### config.mk
export PLATFORM = sky130hd
export DESIGN_NAME = chg_turn_unit
export DESIGN_NICKNAME = d
export VERILOG_FILES = /design/src/rtl/core/chg_pkg.sv /design/src/rtl/core/chg_turn_unit.sv
export SDC_FILE = /design/constraint.sdc
export NUM_CORES = 2
export LEC_CHECK = 0
export BUFFER_PORTS_ARGS = -buffer_cell sky130_fd_sc_hd__buf_2
export CELL_PAD_IN_SITES_DETAIL_PLACEMENT = 0
export CELL_PAD_IN_SITES_GLOBAL_PLACEMENT = 2
export CORE_ASPECT_RATIO = 1.1
export CORE_UTILIZATION = 30
export CTS_BUF_LIST = sky130_fd_sc_hd__clkbuf_4 sky130_fd_sc_hd__clkbuf_8
export CTS_CLUSTER_DIAMETER = 50
export DETAILED_ROUTE_END_ITERATION = 12
export MAX_ROUTING_LAYER = met4
export PLACE_DENSITY = 0.77
export REMOVE_ABC_BUFFERS = 1
export SLEW_MARGIN = 20
export SYNTH_ARGS = -nofsm -noshare
export SYNTH_HDL_FRONTEND = slang
export SYNTH_SLANG_ARGS = --single-unit
### constraint.sdc
create_clock -name clk -period 12.2 [get_ports clk]
set_clock_uncertainty 0.15 [all_clocks]
set_input_delay 2.44 -clock clk [delete_from_list [all_inputs] [get_ports clk]]
set_output_delay 2.44 -clock clk [all_outputs]
set_load 0.02 [all_outputs]
### src/rtl/core/chg_pkg.sv
// ----------------------------------------------------------------------------
// Convex hull package
// Shared sizes, the point type and the result bundle of the turn unit.
// ----------------------------------------------------------------------------
package chg_pkg;

  localparam int MAX_POINTS = 64;
  localparam int COORD_BITS = 16;
  localparam int IDX_W      = $clog2(MAX_POINTS);
  localparam int CNT_W      = IDX_W + 1;
  localparam int PROD_W     = 2 * (COORD_BITS + 1);
  localparam int DIST_W     = PROD_W + 1;

  // One stored point.
  typedef struct packed {
    logic signed [COORD_BITS-1:0] x;
    logic signed [COORD_BITS-1:0] z;
  } pt_t;

  // Registered results of the shared orientation and distance unit.
  typedef struct packed {
    logic signed [PROD_W-1:0] l;
    logic signed [PROD_W-1:0] r;
    logic [DIST_W-1:0]        db;
    logic [DIST_W-1:0]        dc;
  } turn_res_t;

endpackage

### src/rtl/core/chg_turn_unit.sv
// ----------------------------------------------------------------------------
// Turn unit
// Cross product terms of (b-a) x (c-a) and squared distances of b and c
// from a, all registered.
// ----------------------------------------------------------------------------
module chg_turn_unit import chg_pkg::*; (
  input  logic      clk,
  input  pt_t       a,
  input  pt_t       b,
  input  pt_t       c,
  output turn_res_t res
);

  logic signed [COORD_BITS:0]   dbx, dbz, dcx, dcz;
  logic signed [PROD_W-1:0]     l_c, r_c, sbx, sbz, scx, scz;

  // Differences against the base point.
  assign dbx = (COORD_BITS+1)'(b.x) - (COORD_BITS+1)'(a.x);
  assign dbz = (COORD_BITS+1)'(b.z) - (COORD_BITS+1)'(a.z);
  assign dcx = (COORD_BITS+1)'(c.x) - (COORD_BITS+1)'(a.x);
  assign dcz = (COORD_BITS+1)'(c.z) - (COORD_BITS+1)'(a.z);

  // Products, all nonnegative for the squares.
  assign l_c = dbx * dcz;
  assign r_c = dbz * dcx;
  assign sbx = dbx * dbx;
  assign sbz = dbz * dbz;
  assign scx = dcx * dcx;
  assign scz = dcz * dcz;

  always_ff @(posedge clk) begin
    res.l  <= l_c;
    res.r  <= r_c;
    res.db <= {1'b0, sbx} + {1'b0, sbz};
    res.dc <= {1'b0, scx} + {1'b0, scz};
  end

endmodule
==> out/qor.yml <==
outcome: "complete, no violations"
ant_nets: 0
synth-async-reset-ratio_pct: 0
multi_input_area_um2: 56700
fin_util_pct: 35.1
synth_common_cells: "inv_1 (2015), fa_1 (1682), nand2_1 (724)"
routed_wl_mm: 218
grt_util_all_layers_pct: 20.6
dp_hpwl_mm: 191
critPathMaxStageDelay_ns: 0.52
h-tree-depth: 4
routedWlPerCell_um: 19.3
fmax_mhz: 85.0
maxCapViolations: 0
cts_tree: "yes"
worst_slew_pin_slew_ns: 0.926
syn_area_um2: 67700
hold_viol_final: 0
dp_slack_ns: -0.378
start_util_pct: 30.3
synth_flop_cell: "dfxtp_1"
netlist_instances: 7486
critical_path_buf_inv_count: 9
fp.dieH_um: 500
syn_area_per_cell_um2: 9.05
final_area_um2: 78600
crit_fanout: 3
seq_area_um2: 2760
grt_pass1_wl_mm: 341
fp.coreArea_um2: 224000
setup.worst_path.end_class: "register"
overflow: 0
drive_above_1_share_pct: 13.8
yosys.area.top_type_share_pct: 49.7
largest_register_ffs: 138
io_buffers: 234
die_area_um2: 228000
finalSetupViolCount: 0
top_level_ports: 235
cp_slowest_cell: "fa_1"
setup_ws_ns: 0.439
clk_pin_slew_worst_paths_ns: 0.09
area_growth_pct: 16.1
fill_cells: 23179
root_buffer: "clkbuf_8"
grt_setup_unrepaired: "false"
via_per_inst: 4.57
yosys.cell_types.count: 85
synth-seq-cells: 138
cts_hold_buf: 0
yosys_warnings: 0
antenna_found_initial: 11
critical_path_required_ns: 12.70
fin_crit_ns: 11.76
drcViolationCount: 0
grt_max_degree: 31
grt_pass1_vias: 58053
critPathArrivalTime_ns: 12.26
cts_sinks: 138
synth_top_cell_by_area: "fa_1"
start_kind: "primary input"
min_path_type: "in2reg"
synthMostInstantiatedCell: "inv_1"
die_x_um: 455
ys_top_cells_by_area: "fa_1 (50%), ha_1 (12%), inv_1 (11%)"
largest-register: "res"
cts_buffer_depth: 2
criticalPathCategory: "in2reg"
first_pass_iters: 6
cts_buffers: 17
synth_edf_count: 0
slew_viol_final: 0
num_rows: 182
place.gp.congestion: 0.923
yosysSeqAreaShare_pct: 4.08
top_regs: "res x138"
placed_area_um2: 78100
nNetsFinal: 10704
crit_family: "adder cells"
maxSlewHeadroom_pct: 38.2
timing.hold.ws_ns: 2.57
vias: 51478
drtIter0Drc: 2665
min_period_over_period_pct: 96.4
## through the flow
stage	TNS [ns]	cells
2_1_floorplan	-0.649	7259
3_3_place_gp	-2.10	11221
3_5_place_dp	-2.45	11221
4_1_cts	0	11253
5_1_grt	0	11269
6_report	0	11273
## area by class of cell
| type | instances | share of cell area [%] |
|---|---|---|
| sequential | 138 | 3.51 |
| multi-input combinational | 5086 | 72.1 |
| inverter | 2035 | 9.72 |
| tap | 2944 | 4.69 |
| timing repair buffer | 1018 | 9.36 |
| clock inverter | 10 | 0.180 |
| clock buffer | 22 | 0.369 |
| antenna | 20 | 0.0637 |
## cells by family (layout without fill, tap and decap cells)
kind of cell,count (synthesis),count (layout),share of synthesized area (%)
flops,138,138,4.08
fa+ha+maj,2311,2311,61.3
other cells,0,20,0
buf+inv,2262,3085,12.6
xor+xnor,334,334,4.35
mux,6,6,0.0905
simple gates,1733,1733,10.6
compound gates,702,702,6.91
## worst paths after layout
check,start,end,slack (ns),cells past startpoint
worst max-delay path,a[17],res[32],0.44,46
worst min-delay path,c[0],res[1],2.57,5
## placed cells by master (no fill, tap or decap), types with 9 or more instances in the layout
cell type / count
buf_2: 234
xor2_2: 10
o31ai_1: 14
xnor2_1: 234
a21oi_1: 200
o21bai_1: 31
or3_1: 14
o2111ai_1: 9
nor3_1: 42
nand3_1: 45
a21boi_0: 9
o211ai_1: 15
o21a_1: 55
nand4_1: 14
a31oi_1: 22
xnor2_2: 21
clkbuf_8: 20
o21ai_0: 95
nor2_1: 715
inv_2: 12
o21ai_1: 11
nand2_1: 724
a21o_1: 135
inv_1: 2015
ha_1: 629
a211oi_1: 16
or2_2: 14
nand2b_1: 36
xor2_1: 68
a31o_2: 9
dfxtp_1: 138
and3_1: 29
diode_2: 20
and2_1: 33
fa_1: 1682
buf_12: 24
buf_4: 760
nor2b_1: 40
## routing by layer
| layer | track usage, % | vias to the layer above | wire length, µm |
|---|---|---|---|
| li1 | - | 23707 | - |
| met1 | 25.2 | 26611 | 91400 |
| met2 | 35.6 | 960 | 111000 |
| met3 | 2.04 | 200 | 7790 |
| met4 | 6.03 | 0 | 7110 |
| met5 | - | - | 0 |
## repair_timing
action / CTS / global route
setup endpoints to repair: 0 / 10
resized for setup: 0 / 8
setup buffers: 0 / 0
Power is left out: the tool's default activity adds up to more than one toggle a clock period on the data nets, which glitch-free logic cannot reach.
